==> src/rtl/core/emsc_pkg.sv <==
// Shared types and constants for the extent map share comparator.
// No dependencies; imported by every other file in rtl/core but emsc_rsp_if and emsc_queue.
package emsc_pkg;

   // Fixed field widths of the channel payloads and the register port.
   localparam int unsigned FIELD_BITS     = 64;
   localparam int unsigned FLAG_BITS      = 32;
   localparam int unsigned CSR_INDEX_BITS = 2;

   // Unknown, delayed and inline extent flags.
   localparam logic [FLAG_BITS-1:0] NO_ADDRESS_MASK_RESET = 32'd518;

   typedef enum logic [CSR_INDEX_BITS-1:0] {
      CSR_TARGET_OFFSET   = 2'd0,
      CSR_DEST_OFFSET     = 2'd1,
      CSR_RANGE_LENGTH    = 2'd2,
      CSR_NO_ADDRESS_MASK = 2'd3
   } emsc_csr_type;

   // Position-independent facts about one record pair, worked out by the front end.
   // kt/kd: record start minus range offset (range coordinates).
   // ktm:   kt plus the shorter record length.
   // ft/fd: record end in range coordinates.
   typedef struct packed {
      logic first;
      logic tgt_present;
      logic dest_present;
      logic len_zero;
      logic no_address;
      logic phys_equal;
      logic len_differ;
      logic kt_eq_kd;
      logic kt_eq_len;
      logic kd_eq_len;
      logic kt_ge_len;
      logic ktm_ge_len;
      logic ft_ge_len;
      logic fd_ge_len;
      logic ft_ne_fd;
   } emsc_cond_type;

endpackage

==> src/rtl/core/emsc_req_if.sv <==
// Request channel of the extent map share comparator: one record pair per transaction.
// Depends on emsc_pkg for the field widths.
interface emsc_req_if;
   import emsc_pkg::*;

   logic                  valid;
   logic                  ready;
   logic                  first;
   logic                  tgt_present;
   logic [FIELD_BITS-1:0] tgt_logical;
   logic [FIELD_BITS-1:0] tgt_physical;
   logic [FIELD_BITS-1:0] tgt_length;
   logic [FLAG_BITS-1:0]  tgt_flags;
   logic                  dest_present;
   logic [FIELD_BITS-1:0] dest_logical;
   logic [FIELD_BITS-1:0] dest_physical;
   logic [FIELD_BITS-1:0] dest_length;
   logic [FLAG_BITS-1:0]  dest_flags;

   modport source (
      output valid, first, tgt_present, tgt_logical, tgt_physical, tgt_length, tgt_flags,
      output dest_present, dest_logical, dest_physical, dest_length, dest_flags,
      input  ready
   );

   modport sink (
      input  valid, first, tgt_present, tgt_logical, tgt_physical, tgt_length, tgt_flags,
      input  dest_present, dest_logical, dest_physical, dest_length, dest_flags,
      output ready
   );

endinterface

==> src/rtl/core/emsc_rsp_if.sv <==
// Response channel of the extent map share comparator: one decision per transaction.
// No package dependency.
interface emsc_rsp_if;

   logic valid;
   logic ready;
   logic done_res;
   logic shared;

   modport source (output valid, done_res, shared, input ready);
   modport sink (input valid, done_res, shared, output ready);

endinterface

==> src/rtl/core/emsc_csr.sv <==
// Configuration registers of the extent map share comparator.
// Depends on emsc_pkg for register indexes and widths.
module emsc_csr #(
   parameter int unsigned OFFSET_BITS = 64
) (
   input  logic                                 clock,
   input  logic                                 reset,
   input  logic                                 csr_we,
   input  logic [emsc_pkg::CSR_INDEX_BITS-1:0]  csr_index,
   input  logic [emsc_pkg::FIELD_BITS-1:0]      csr_wdata,
   output logic [OFFSET_BITS-1:0]               target_offset,
   output logic [OFFSET_BITS-1:0]               dest_offset,
   output logic [OFFSET_BITS-1:0]               range_length,
   output logic [emsc_pkg::FLAG_BITS-1:0]       no_address_mask
);
   import emsc_pkg::*;

   logic [OFFSET_BITS-1:0] target_offset_ff;
   logic [OFFSET_BITS-1:0] dest_offset_ff;
   logic [OFFSET_BITS-1:0] range_length_ff;
   logic [FLAG_BITS-1:0]   no_address_mask_ff;

   always_ff @(posedge clock) begin
      if (reset) begin
         target_offset_ff   <= '0;
         dest_offset_ff     <= '0;
         range_length_ff    <= '0;
         no_address_mask_ff <= NO_ADDRESS_MASK_RESET;
      end else if (csr_we) begin
         case (csr_index)
            CSR_TARGET_OFFSET:   target_offset_ff   <= csr_wdata[OFFSET_BITS-1:0];
            CSR_DEST_OFFSET:     dest_offset_ff     <= csr_wdata[OFFSET_BITS-1:0];
            CSR_RANGE_LENGTH:    range_length_ff    <= csr_wdata[OFFSET_BITS-1:0];
            CSR_NO_ADDRESS_MASK: no_address_mask_ff <= csr_wdata[FLAG_BITS-1:0];
            default: ;
         endcase
      end
   end

   assign target_offset   = target_offset_ff;
   assign dest_offset     = dest_offset_ff;
   assign range_length    = range_length_ff;
   assign no_address_mask = no_address_mask_ff;

endmodule

==> src/rtl/core/emsc_front.sv <==
// Front end: accepts record pairs and reduces them to position-independent facts.
// Two register stages; depends on emsc_pkg and emsc_req_if.
module emsc_front #(
   parameter int unsigned OFFSET_BITS = 64
) (
   input  logic                            clock,
   input  logic                            reset,
   emsc_req_if.sink                        req_if,
   input  logic [OFFSET_BITS-1:0]          target_offset,
   input  logic [OFFSET_BITS-1:0]          dest_offset,
   input  logic [OFFSET_BITS-1:0]          range_length,
   input  logic [emsc_pkg::FLAG_BITS-1:0]  no_address_mask,
   output logic                            out_valid,
   input  logic                            out_ready,
   output logic [OFFSET_BITS-1:0]          out_tl,
   output logic [OFFSET_BITS-1:0]          out_dl,
   output logic [OFFSET_BITS-1:0]          out_kt,
   output logic [OFFSET_BITS-1:0]          out_ktm,
   output logic [OFFSET_BITS-1:0]          out_ft,
   output logic [OFFSET_BITS-1:0]          out_fd,
   output emsc_pkg::emsc_cond_type         out_cond
);
   import emsc_pkg::*;

   // stage A
   logic                   a_vld_ff;
   logic                   a_first_ff, a_tp_ff, a_dp_ff;
   logic                   a_noaddr_ff, a_phys_eq_ff, a_len_zero_ff, a_len_differ_ff;
   logic [OFFSET_BITS-1:0] a_tl_ff, a_dl_ff, a_tlen_ff, a_dlen_ff;
   logic [OFFSET_BITS-1:0] a_kt_ff, a_kd_ff, a_min_ff;
   logic [OFFSET_BITS-1:0] tl, dl, tlen, dlen;
   logic [OFFSET_BITS-1:0] a_kt_in, a_kd_in, a_min_in;
   logic                   a_noaddr_in, a_phys_eq_in;

   // stage B
   logic                   b_vld_ff;
   logic [OFFSET_BITS-1:0] b_tl_ff, b_dl_ff, b_kt_ff, b_ktm_ff, b_ft_ff, b_fd_ff;
   emsc_cond_type          b_cond_ff;
   logic [OFFSET_BITS-1:0] b_ktm_in, b_ft_in, b_fd_in;
   emsc_cond_type          b_cond_in;

   logic a_adv, b_adv;

   // advance a stage when it is empty or its content moves on; hold off input in reset
   assign b_adv        = !b_vld_ff || out_ready;
   assign a_adv        = !a_vld_ff || b_adv;
   assign req_if.ready = a_adv && !reset;

   assign tl   = req_if.tgt_logical[OFFSET_BITS-1:0];
   assign dl   = req_if.dest_logical[OFFSET_BITS-1:0];
   assign tlen = req_if.tgt_length[OFFSET_BITS-1:0];
   assign dlen = req_if.dest_length[OFFSET_BITS-1:0];

   always_comb begin
      a_kt_in      = tl - target_offset;
      a_kd_in      = dl - dest_offset;
      a_min_in     = (tlen < dlen) ? tlen : dlen;
      a_noaddr_in  = |((req_if.tgt_flags | req_if.dest_flags) & no_address_mask);
      a_phys_eq_in = req_if.tgt_physical[OFFSET_BITS-1:0] ==
                     req_if.dest_physical[OFFSET_BITS-1:0];
   end

   always_comb begin
      b_ktm_in = a_kt_ff + a_min_ff;
      b_ft_in  = a_kt_ff + a_tlen_ff;
      b_fd_in  = a_kd_ff + a_dlen_ff;

      b_cond_in.first        = a_first_ff;
      b_cond_in.tgt_present  = a_tp_ff;
      b_cond_in.dest_present = a_dp_ff;
      b_cond_in.len_zero     = a_len_zero_ff;
      b_cond_in.no_address   = a_noaddr_ff;
      b_cond_in.phys_equal   = a_phys_eq_ff;
      b_cond_in.len_differ   = a_len_differ_ff;
      b_cond_in.kt_eq_kd     = a_kt_ff == a_kd_ff;
      b_cond_in.kt_eq_len    = a_kt_ff == range_length;
      b_cond_in.kd_eq_len    = a_kd_ff == range_length;
      b_cond_in.kt_ge_len    = a_kt_ff >= range_length;
      b_cond_in.ktm_ge_len   = b_ktm_in >= range_length;
      b_cond_in.ft_ge_len    = b_ft_in >= range_length;
      b_cond_in.fd_ge_len    = b_fd_in >= range_length;
      b_cond_in.ft_ne_fd     = b_ft_in != b_fd_in;
   end

   always_ff @(posedge clock) begin
      if (reset) begin
         a_vld_ff <= 1'b0;
         b_vld_ff <= 1'b0;
      end else begin
         if (a_adv) a_vld_ff <= req_if.valid;
         if (b_adv) b_vld_ff <= a_vld_ff;
      end
   end

   always_ff @(posedge clock) begin
      if (a_adv) begin
         a_first_ff      <= req_if.first;
         a_tp_ff         <= req_if.tgt_present;
         a_dp_ff         <= req_if.dest_present;
         a_tl_ff         <= tl;
         a_dl_ff         <= dl;
         a_tlen_ff       <= tlen;
         a_dlen_ff       <= dlen;
         a_kt_ff         <= a_kt_in;
         a_kd_ff         <= a_kd_in;
         a_min_ff        <= a_min_in;
         a_noaddr_ff     <= a_noaddr_in;
         a_phys_eq_ff    <= a_phys_eq_in;
         a_len_zero_ff   <= range_length == '0;
         a_len_differ_ff <= tlen != dlen;
      end
      if (b_adv) begin
         b_tl_ff   <= a_tl_ff;
         b_dl_ff   <= a_dl_ff;
         b_kt_ff   <= a_kt_ff;
         b_ktm_ff  <= b_ktm_in;
         b_ft_ff   <= b_ft_in;
         b_fd_ff   <= b_fd_in;
         b_cond_ff <= b_cond_in;
      end
   end

   assign out_valid = b_vld_ff;
   assign out_tl    = b_tl_ff;
   assign out_dl    = b_dl_ff;
   assign out_kt    = b_kt_ff;
   assign out_ktm   = b_ktm_ff;
   assign out_ft    = b_ft_ff;
   assign out_fd    = b_fd_ff;
   assign out_cond  = b_cond_ff;

endmodule

==> src/rtl/core/emsc_queue.sv <==
// Two-entry queue between the front end and the back end.
// No package dependency; payload is a flat vector.
module emsc_queue #(
   parameter int unsigned WIDTH = 8
) (
   input  logic             clock,
   input  logic             reset,
   input  logic             in_valid,
   output logic             in_ready,
   input  logic [WIDTH-1:0] in_data,
   output logic             out_valid,
   input  logic             out_ready,
   output logic [WIDTH-1:0] out_data
);
   localparam int unsigned DEPTH    = 2;
   localparam int unsigned PTR_BITS = $clog2(DEPTH);
   localparam int unsigned CNT_BITS = $clog2(DEPTH + 1);

   logic [WIDTH-1:0]    mem_ff [DEPTH];
   logic [PTR_BITS-1:0] wr_ptr_ff, rd_ptr_ff;
   logic [CNT_BITS-1:0] count_ff;
   logic                push, pop;

   assign in_ready  = count_ff != CNT_BITS'(DEPTH);
   assign out_valid = count_ff != '0;
   assign push      = in_valid && in_ready;
   assign pop       = out_valid && out_ready;
   assign out_data  = mem_ff[rd_ptr_ff];

   always_ff @(posedge clock) begin
      if (reset) begin
         wr_ptr_ff <= '0;
         rd_ptr_ff <= '0;
         count_ff  <= '0;
      end else begin
         if (push) wr_ptr_ff <= wr_ptr_ff + PTR_BITS'(1);
         if (pop)  rd_ptr_ff <= rd_ptr_ff + PTR_BITS'(1);
         if (push && !pop)      count_ff <= count_ff + CNT_BITS'(1);
         else if (pop && !push) count_ff <= count_ff - CNT_BITS'(1);
      end
   end

   always_ff @(posedge clock) begin
      if (push) mem_ff[wr_ptr_ff] <= in_data;
   end

endmodule

==> src/rtl/core/emsc_back.sv <==
// Back end: walks the covered count over record pairs and registers the decision.
// Depends on emsc_pkg and emsc_rsp_if.
module emsc_back #(
   parameter int unsigned OFFSET_BITS = 64
) (
   input  logic                    clock,
   input  logic                    reset,
   input  logic                    in_valid,
   output logic                    in_ready,
   input  logic [OFFSET_BITS-1:0]  in_tl,
   input  logic [OFFSET_BITS-1:0]  in_dl,
   input  logic [OFFSET_BITS-1:0]  in_kt,
   input  logic [OFFSET_BITS-1:0]  in_ktm,
   input  logic [OFFSET_BITS-1:0]  in_ft,
   input  logic [OFFSET_BITS-1:0]  in_fd,
   input  emsc_pkg::emsc_cond_type in_cond,
   input  logic [OFFSET_BITS-1:0]  target_offset,
   input  logic [OFFSET_BITS-1:0]  dest_offset,
   input  logic [OFFSET_BITS-1:0]  range_length,
   emsc_rsp_if.source              rsp_if
);
   import emsc_pkg::*;

   logic [OFFSET_BITS-1:0] pos_ff, pos_in;
   logic                   decided_ff, decided_in;
   logic                   verdict_ff, verdict_in;
   logic                   rsp_vld_ff, done_ff, shared_ff;

   logic [OFFSET_BITS-1:0] pos, ta, da, ra, rb;
   logic                   th, dh, rest_zero, ra_lt;
   logic                   holes_eq, hole_nz, reach_ge;
   logic                   pop;

   assign in_ready = !rsp_vld_ff || rsp_if.ready;
   assign pop      = in_valid && in_ready;

   always_comb begin
      pos        = in_cond.first ? '0 : pos_ff;
      pos_in     = pos;
      decided_in = decided_ff;
      verdict_in = verdict_ff;
      if (in_cond.first) begin
         decided_in = in_cond.len_zero || !in_cond.tgt_present;
         verdict_in = 1'b0;
      end

      ta        = target_offset + pos;
      da        = dest_offset + pos;
      th        = in_cond.tgt_present && (in_tl > ta);
      dh        = in_cond.dest_present && (in_dl > da);
      rest_zero = pos == range_length;
      ra        = in_ft - pos;
      rb        = in_fd - pos;
      ra_lt     = ra < rb;
      reach_ge  = ra_lt ? in_cond.ft_ge_len : in_cond.fd_ge_len;

      // compare the holes in front of both records
      if (in_cond.tgt_present && in_cond.dest_present) begin
         holes_eq = th ? (dh && in_cond.kt_eq_kd) : !dh;
         hole_nz  = th;
      end else if (in_cond.tgt_present) begin
         holes_eq = th ? in_cond.kt_eq_len : rest_zero;
         hole_nz  = !rest_zero;
      end else if (in_cond.dest_present) begin
         holes_eq = dh ? in_cond.kd_eq_len : rest_zero;
         hole_nz  = !rest_zero;
      end else begin
         holes_eq = 1'b1;
         hole_nz  = !rest_zero;
      end

      if (!decided_in) begin
         // skip a common hole
         if (!holes_eq) begin
            decided_in = 1'b1;
            verdict_in = 1'b0;
         end else if (hole_nz) begin
            if (in_cond.tgt_present && in_cond.dest_present) begin
               pos_in = in_kt;
               if (in_cond.kt_ge_len) begin
                  decided_in = 1'b1;
                  verdict_in = 1'b1;
               end
            end else begin
               // hole runs to the end of the range
               pos_in     = range_length;
               decided_in = 1'b1;
               verdict_in = 1'b1;
            end
         end

         // match the records themselves
         if (!decided_in) begin
            if (!in_cond.tgt_present || !in_cond.dest_present || in_cond.no_address) begin
               decided_in = 1'b1;
               verdict_in = 1'b0;
            end else if (hole_nz) begin
               // both records start right here: offsets into them are zero
               if (!in_cond.phys_equal) begin
                  decided_in = 1'b1;
                  verdict_in = 1'b0;
               end else begin
                  pos_in = in_ktm;
                  if (in_cond.len_differ && !in_cond.ktm_ge_len) begin
                     decided_in = 1'b1;
                     verdict_in = 1'b0;
                  end else if (in_cond.ktm_ge_len) begin
                     decided_in = 1'b1;
                     verdict_in = 1'b1;
                  end
               end
            end else begin
               if (!in_cond.kt_eq_kd || !in_cond.phys_equal) begin
                  decided_in = 1'b1;
                  verdict_in = 1'b0;
               end else begin
                  pos_in = ra_lt ? in_ft : in_fd;
                  if (in_cond.ft_ne_fd && !reach_ge) begin
                     decided_in = 1'b1;
                     verdict_in = 1'b0;
                  end else if (reach_ge) begin
                     decided_in = 1'b1;
                     verdict_in = 1'b1;
                  end
               end
            end
         end
      end
   end

   always_ff @(posedge clock) begin
      if (reset) begin
         rsp_vld_ff <= 1'b0;
         pos_ff     <= '0;
         decided_ff <= 1'b1;
         verdict_ff <= 1'b0;
      end else begin
         if (in_ready) rsp_vld_ff <= in_valid;
         if (pop) begin
            pos_ff     <= pos_in;
            decided_ff <= decided_in;
            verdict_ff <= verdict_in;
         end
      end
   end

   always_ff @(posedge clock) begin
      if (pop) begin
         done_ff   <= decided_in;
         shared_ff <= decided_in && verdict_in;
      end
   end

   assign rsp_if.valid    = rsp_vld_ff;
   assign rsp_if.done_res = done_ff;
   assign rsp_if.shared   = shared_ff;

endmodule

==> src/rtl/core/extent_map_share_comparator.sv <==
// Top level of the extent map share comparator: registers, front end, queue, back end.
// Depends on emsc_pkg, emsc_req_if, emsc_rsp_if, emsc_csr, emsc_front, emsc_queue, emsc_back.

// Decides whether a byte range of a target file and of a destination file sit on the
// same stored extents. Each request transaction carries record i of both extent maps
// (either may be absent); each one gets exactly one response with done_res and shared.
// A transaction with first set restarts the comparison; after the decision, further
// transactions leave the state alone and echo the decision. Throughput is one
// transaction per clock while rsp_if.ready is high: the covered-byte count in the
// back end is the only loop, and it closes combinationally through a few wide adds,
// compares and a select. An accepted transaction passes through the two front-end
// stages, the queue and the response register before its response is valid. The
// queue holds two entries, so front and back stall independently. No request is taken
// while reset is high. Registers are written through csr_we/csr_index/csr_wdata and
// must only change while no transaction is in flight. No clearing pass follows reset.
module extent_map_share_comparator #(
   parameter int unsigned OFFSET_BITS = 64
) (
   input  logic                                clock,
   input  logic                                reset,
   emsc_req_if.sink                            req_if,
   emsc_rsp_if.source                          rsp_if,
   input  logic                                csr_we,
   input  logic [emsc_pkg::CSR_INDEX_BITS-1:0] csr_index,
   input  logic [emsc_pkg::FIELD_BITS-1:0]     csr_wdata
);
   import emsc_pkg::*;

   // queue entry: decision flags plus six OFFSET_BITS-wide values
   localparam int unsigned ENTRY_BITS = $bits(emsc_cond_type) + 6 * OFFSET_BITS;

   logic [OFFSET_BITS-1:0] target_offset, dest_offset, range_length;
   logic [FLAG_BITS-1:0]   no_address_mask;

   // front end to queue
   logic                   f_valid, f_ready;
   logic [OFFSET_BITS-1:0] f_tl, f_dl, f_kt, f_ktm, f_ft, f_fd;
   emsc_cond_type          f_cond;

   // queue to back end
   logic                   b_valid, b_ready;
   logic [OFFSET_BITS-1:0] b_tl, b_dl, b_kt, b_ktm, b_ft, b_fd;
   emsc_cond_type          b_cond;

   logic [ENTRY_BITS-1:0]  q_in_data, q_out_data;

   emsc_csr #(.OFFSET_BITS(OFFSET_BITS)) u_csr (
      .clock           (clock),
      .reset           (reset),
      .csr_we          (csr_we),
      .csr_index       (csr_index),
      .csr_wdata       (csr_wdata),
      .target_offset   (target_offset),
      .dest_offset     (dest_offset),
      .range_length    (range_length),
      .no_address_mask (no_address_mask)
   );

   // Classify each record pair without the running position.
   emsc_front #(.OFFSET_BITS(OFFSET_BITS)) u_front (
      .clock           (clock),
      .reset           (reset),
      .req_if          (req_if),
      .target_offset   (target_offset),
      .dest_offset     (dest_offset),
      .range_length    (range_length),
      .no_address_mask (no_address_mask),
      .out_valid       (f_valid),
      .out_ready       (f_ready),
      .out_tl          (f_tl),
      .out_dl          (f_dl),
      .out_kt          (f_kt),
      .out_ktm         (f_ktm),
      .out_ft          (f_ft),
      .out_fd          (f_fd),
      .out_cond        (f_cond)
   );

   // Pack and unpack the queue entry.
   assign q_in_data = {f_cond, f_tl, f_dl, f_kt, f_ktm, f_ft, f_fd};
   assign {b_cond, b_tl, b_dl, b_kt, b_ktm, b_ft, b_fd} = q_out_data;

   emsc_queue #(.WIDTH(ENTRY_BITS)) u_queue (
      .clock     (clock),
      .reset     (reset),
      .in_valid  (f_valid),
      .in_ready  (f_ready),
      .in_data   (q_in_data),
      .out_valid (b_valid),
      .out_ready (b_ready),
      .out_data  (q_out_data)
   );

   // Advance the covered count and produce one response per transaction.
   emsc_back #(.OFFSET_BITS(OFFSET_BITS)) u_back (
      .clock         (clock),
      .reset         (reset),
      .in_valid      (b_valid),
      .in_ready      (b_ready),
      .in_tl         (b_tl),
      .in_dl         (b_dl),
      .in_kt         (b_kt),
      .in_ktm        (b_ktm),
      .in_ft         (b_ft),
      .in_fd         (b_fd),
      .in_cond       (b_cond),
      .target_offset (target_offset),
      .dest_offset   (dest_offset),
      .range_length  (range_length),
      .rsp_if        (rsp_if)
   );

endmodule

==> src/flat_wrapper.sv <==
// flat-port wrapper written by rule: the top's interface ports become plain ports
module extent_map_share_comparator_flat import emsc_pkg::*;
#(
   parameter int unsigned OFFSET_BITS = 64
)
  (clock, reset, csr_we, csr_index, csr_wdata, req_if_valid, req_if_first, req_if_tgt_present, req_if_tgt_logical, req_if_tgt_physical, req_if_tgt_length, req_if_tgt_flags, req_if_dest_present, req_if_dest_logical, req_if_dest_physical, req_if_dest_length, req_if_dest_flags, req_if_ready, rsp_if_valid, rsp_if_done_res, rsp_if_shared, rsp_if_ready);
  emsc_req_if req_if_i ();
  emsc_rsp_if rsp_if_i ();
  input  logic clock;
  input  logic reset;
  input  logic csr_we;
  input  logic [emsc_pkg::CSR_INDEX_BITS-1:0] csr_index;
  input  logic [emsc_pkg::FIELD_BITS-1:0] csr_wdata;
  input wire logic [$bits(req_if_i.valid)-1:0] req_if_valid;
  input wire logic [$bits(req_if_i.first)-1:0] req_if_first;
  input wire logic [$bits(req_if_i.tgt_present)-1:0] req_if_tgt_present;
  input wire logic [$bits(req_if_i.tgt_logical)-1:0] req_if_tgt_logical;
  input wire logic [$bits(req_if_i.tgt_physical)-1:0] req_if_tgt_physical;
  input wire logic [$bits(req_if_i.tgt_length)-1:0] req_if_tgt_length;
  input wire logic [$bits(req_if_i.tgt_flags)-1:0] req_if_tgt_flags;
  input wire logic [$bits(req_if_i.dest_present)-1:0] req_if_dest_present;
  input wire logic [$bits(req_if_i.dest_logical)-1:0] req_if_dest_logical;
  input wire logic [$bits(req_if_i.dest_physical)-1:0] req_if_dest_physical;
  input wire logic [$bits(req_if_i.dest_length)-1:0] req_if_dest_length;
  input wire logic [$bits(req_if_i.dest_flags)-1:0] req_if_dest_flags;
  output wire logic [$bits(req_if_i.ready)-1:0] req_if_ready;
  output wire logic [$bits(rsp_if_i.valid)-1:0] rsp_if_valid;
  output wire logic [$bits(rsp_if_i.done_res)-1:0] rsp_if_done_res;
  output wire logic [$bits(rsp_if_i.shared)-1:0] rsp_if_shared;
  input wire logic [$bits(rsp_if_i.ready)-1:0] rsp_if_ready;
  assign req_if_i.valid = req_if_valid;
  assign req_if_i.first = req_if_first;
  assign req_if_i.tgt_present = req_if_tgt_present;
  assign req_if_i.tgt_logical = req_if_tgt_logical;
  assign req_if_i.tgt_physical = req_if_tgt_physical;
  assign req_if_i.tgt_length = req_if_tgt_length;
  assign req_if_i.tgt_flags = req_if_tgt_flags;
  assign req_if_i.dest_present = req_if_dest_present;
  assign req_if_i.dest_logical = req_if_dest_logical;
  assign req_if_i.dest_physical = req_if_dest_physical;
  assign req_if_i.dest_length = req_if_dest_length;
  assign req_if_i.dest_flags = req_if_dest_flags;
  assign req_if_ready = req_if_i.ready;
  assign rsp_if_valid = rsp_if_i.valid;
  assign rsp_if_done_res = rsp_if_i.done_res;
  assign rsp_if_shared = rsp_if_i.shared;
  assign rsp_if_i.ready = rsp_if_ready;
  extent_map_share_comparator #(.OFFSET_BITS(OFFSET_BITS)) u_core (.clock(clock), .reset(reset), .req_if(req_if_i), .rsp_if(rsp_if_i), .csr_we(csr_we), .csr_index(csr_index), .csr_wdata(csr_wdata));
endmodule
==> config.mk <==
export PLATFORM = sky130hd
export DESIGN_NAME = extent_map_share_comparator_flat
export DESIGN_NICKNAME = d
export VERILOG_FILES = /design/src/rtl/core/emsc_pkg.sv /design/src/rtl/core/emsc_req_if.sv /design/src/rtl/core/emsc_rsp_if.sv /design/src/rtl/core/emsc_csr.sv /design/src/rtl/core/emsc_front.sv /design/src/rtl/core/emsc_queue.sv /design/src/rtl/core/emsc_back.sv /design/src/rtl/core/extent_map_share_comparator.sv /design/src/flat_wrapper.sv
export SDC_FILE = /design/constraint.sdc
export NUM_CORES = 2
export LEC_CHECK = 0
export ABC_CLOCK_PERIOD_IN_PS = 12700
export BUFFER_PORTS_ARGS = -buffer_cell sky130_fd_sc_hd__buf_2
export CORE_ASPECT_RATIO = 2
export CORE_MARGIN = 1
export CORE_UTILIZATION = 50
export DETAILED_ROUTE_END_ITERATION = 10
export PLACE_DENSITY = 0.67
export SETUP_SLACK_MARGIN = 0.3
export SYNTH_ARGS = -nofsm -noshare
export SYNTH_HDL_FRONTEND = slang
export SYNTH_HIERARCHICAL = 1
export SYNTH_SLANG_ARGS = --single-unit
export TNS_END_PERCENT = 100
==> constraint.sdc <==
create_clock -name clock -period 12.7 [get_ports clock]
set_input_delay 1.27 -clock clock [delete_from_list [all_inputs] [get_ports clock]]
set_output_delay 1.27 -clock clock [all_outputs]
set_load 0.1 [all_outputs]
==> results_dict.tcl <==
set metrics [dict create \
    status "finished, violations left" \
    violations "max-capacitance violations, max-slew violations" \
    yosys_warnings 6 \
    ant_nets 0 \
    utilization 0.555 \
    initial_utilization 0.504 \
    grt_usage 0.387 \
    grt_max_degree 148 \
    syn-mean-instance-area_sq_um 11.2 \
    path_max_fanout 64 \
    syn_nets 12200 \
    cts-root-buf "clkbuf_16" \
    synth_top_area_share 0.418 \
    ioPinCount 526 \
    cts_post_setup_buffers_inserted 0 \
    worstMarginPinSlew_ns 1.60 \
    finalNonFillerCells 14300 \
    dp.cells 14000 \
    drc 0 \
    place_congestion 1.16 \
    slew_headroom -0.0730 \
    fin_setup_tns_ns 0 \
    die-height_microns 691 \
    synthMuxAreaShare 0.0789 \
    dieArea_sq_um 240000 \
    largest_register_ffs 798 \
    synth-seq-area-share 0.468 \
    globalRouteOverflowTotal 0 \
    cts_tree "built" \
    fin_crit_sh 0.953 \
    synth_compound_area_frac 0.140 \
    synthArstFlopShare 0 \
    crit_slowest_cell "a41oi_1" \
    r2r.worst_path.cells 30 \
    ir_worst_vdd_mv 0.171 \
    area_growth_pct 10.2 \
    cts_resized 0 \
    period_minus_slack_ns 12.11 \
    cp-end-kind "flip-flop" \
    clock-sinks 1952 \
    hpwl_mm 382 \
    hp-start "u_core/u_front/a_tl_ff[62]" \
    critical-path-max-stage-delay_ns 1.39 \
    slew_violations 2 \
    grt_pass1_wl_mm 651 \
    numCtsBuffers 181 \
    grt_antenna_before_repair 56 \
    hold_viol_final 0 \
    synth_area_leaders "edfxtp_1 (42%), ha_1 (11%), dfxtp_1 (5.0%)" \
    clock_latency_ns 0.91 \
    ys_top_cells_by_count "edfxtp_1 (1654), ha_1 (1056), a21oi_1 (796)" \
    path_class "flip-flop to flip-flop" \
    ctsHoldBuffers 0 \
    rows 252 \
    die_x_microns 347 \
    dr.pass1.iters 6 \
    hold_class "flip-flop to flip-flop" \
    fmax_mhz 82.6 \
    first_global_vias 90800 \
    synth_cell_types 114 \
    power.density_nw_per_um2 184 \
    yosysMostFrequentCell "edfxtp_1" \
    drt_wl_total_mm 475 \
    core-area_sq_um 236000 \
    synth_edf_count 1654 \
    maxCapViolations 1 \
    viasPerCell 6.30 \
    finalPower_w 0.0241 \
    place.port_buffers 525 \
    clockBufferDepth 4 \
    n_fill_cell 20100 \
    setup_violations 0 \
    fin_nets 12700 \
    h-tree-depth 4 \
    cts.clk_slew.worst_paths_ns 0.08 \
    r2r_setup_slack_ns 0.59 \
    multi_input_area_sq_um 59700 \
    final-seq-area_sq_um 55600 \
    synth_top_family_by_area "compound AO/OA/AOI/OAI gates" \
    synth.cell_area_sq_um 119000 \
    leakagePower_nw 52.0 \
    top_register "u_core/u_queue/mem_ff" \
    synth-simple-area-share 0.106 \
    synth_seq_cells 1952 \
    synth_xor_area_frac 0.0632 \
    drive_gt1_frac 0.117 \
    rsz0062_at_grt "no" \
    worstHoldEndpoint "u_core/u_front/out_tl[62]" \
    synthAdderAreaFrac 0.113 \
    drt-initial-drc-count 8652 \
    min_path_cells 0 \
    netlist_instances 10600 \
    synth_top_area_cell "edfxtp_1" \
    crit_required_ns 13.43 \
    startpoint_type "flip-flop" \
    reg2reg_to "u_core/u_back/pos_ff[0]" \
    vias 90300 \
    critPathArrivalTime_ns 12.83 \
    wire_per_inst_microns 33.2 \
    synth_flop_cell "edfxtp_1" \
    finalClockSkew_ns 0.0977 \
]
per-layer routing:
layer  vias up  wire length (microns)  track usage  share of wire
met5         -                     34            0       0.000072
met4         6                  53300        0.365           0.11
met3      1103                  30700       0.0519          0.065
met2      4177                 225000        0.647           0.47
met1     44300                 166000        0.423           0.35
li1      40700                      -            -              -
stage by stage:
step / area (sq um) / setup WS, ns / hold WS, ns
3_3_place_gp: 125000 / 1.09 / 0.401
6_report: 131000 / 0.592 / 0.410
3_5_place_dp: 125000 / 0.977 / 0.405
4_1_cts: 131000 / 0.992 / 0.406
5_1_grt: 131000 / 0.718 / 0.416
2_1_floorplan: 119000 / 1.27 / 0.400
final cells by class:
class,instances,share of cell area
Inverter,495,0.0143
Tap cell,3048,0.0291
Sequential cell,1952,0.425
Antenna cell,47,0.000898
Clock inverter,114,0.0106
Timing Repair Buffer,650,0.0280
Multi-Input combinational cell,7808,0.456
Clock buffer,212,0.0361
report_power, final:
| part | switching [W] | internal (W) |
|---|---|---|
| logic | 0.00597 | 0.00356 |
| registers | 0.000694 | 0.00809 |
| clock network | 0.00258 | 0.00321 |
worst max-delay path: cells and delay by family, from the launching register on:
| kind | cells | cell delay [ns] |
|---|---|---|
| AOI/OAI and AO/OA | 15 | 5.35 |
| adders and majority gates | 2 | 0.64 |
| buffers and inverters | 4 | 1.37 |
| DFF | 1 | 0.48 |
| muxes | 2 | 0.91 |
| and+or+nand+nor | 7 | 3.02 |
worst max-delay path by stage:
| stage | startpoint | endpoint | slack, ns |
|---|---|---|---|
| detailed placement | flip-flop | u_core/u_back/pos_ff[0] | 0.98 |
| floorplan | u_core/u_queue/count_ff[0] | u_core/u_front/a_dl_ff[0] | 1.27 |
| finish | flip-flop | u_core/u_back/pos_ff[0] | 0.59 |
| global route | flip-flop | u_core/u_back/pos_ff[0] | 0.72 |
| global placement | flip-flop | u_core/u_back/pos_ff[0] | 1.09 |
| CTS | flip-flop | u_core/u_back/pos_ff[0] | 0.99 |
layout by cell type (no fill, tap or decap), types with 60 or more instances in the layout:
| cell type | n |
|---|---|
| nor4_1 | 94 |
| a31oi_1 | 95 |
| o22ai_1 | 79 |
| a21oi_1 | 793 |
| a21o_1 | 472 |
| dfxtp_1 | 297 |
| buf_2 | 524 |
| o21a_1 | 76 |
| xor2_1 | 414 |
| edfxtp_1 | 1654 |
| o21ai_0 | 477 |
| inv_1 | 491 |
| buf_4 | 118 |
| mux2_2 | 264 |
| mux2_1 | 200 |
| o21bai_1 | 93 |
| nor3_1 | 91 |
| ha_1 | 1056 |
| nand4_1 | 241 |
| nand2_1 | 525 |
| and3_1 | 60 |
| nand2b_1 | 432 |
| nor2b_1 | 170 |
| nand3_1 | 136 |
| nor2_1 | 466 |
| clkbuf_16 | 183 |
| mux2i_1 | 413 |
| xnor2_1 | 422 |
kinds of logic (layout without fill, tap and decap cells):
logic type / Yosys count / count (layout)
AO/OA/AOI/OAI: 2601 / 2601
AND/OR/NAND/NOR: 2414 / 2414
flip-flops: 1952 / 1952
adder cells (fa/ha/maj): 1070 / 1070
multiplexers: 878 / 878
buffers and inverters: 850 / 1471
XOR/XNOR: 845 / 845
other: 0 / 47
No activity file was read; power rests on OpenSTA's default activity.
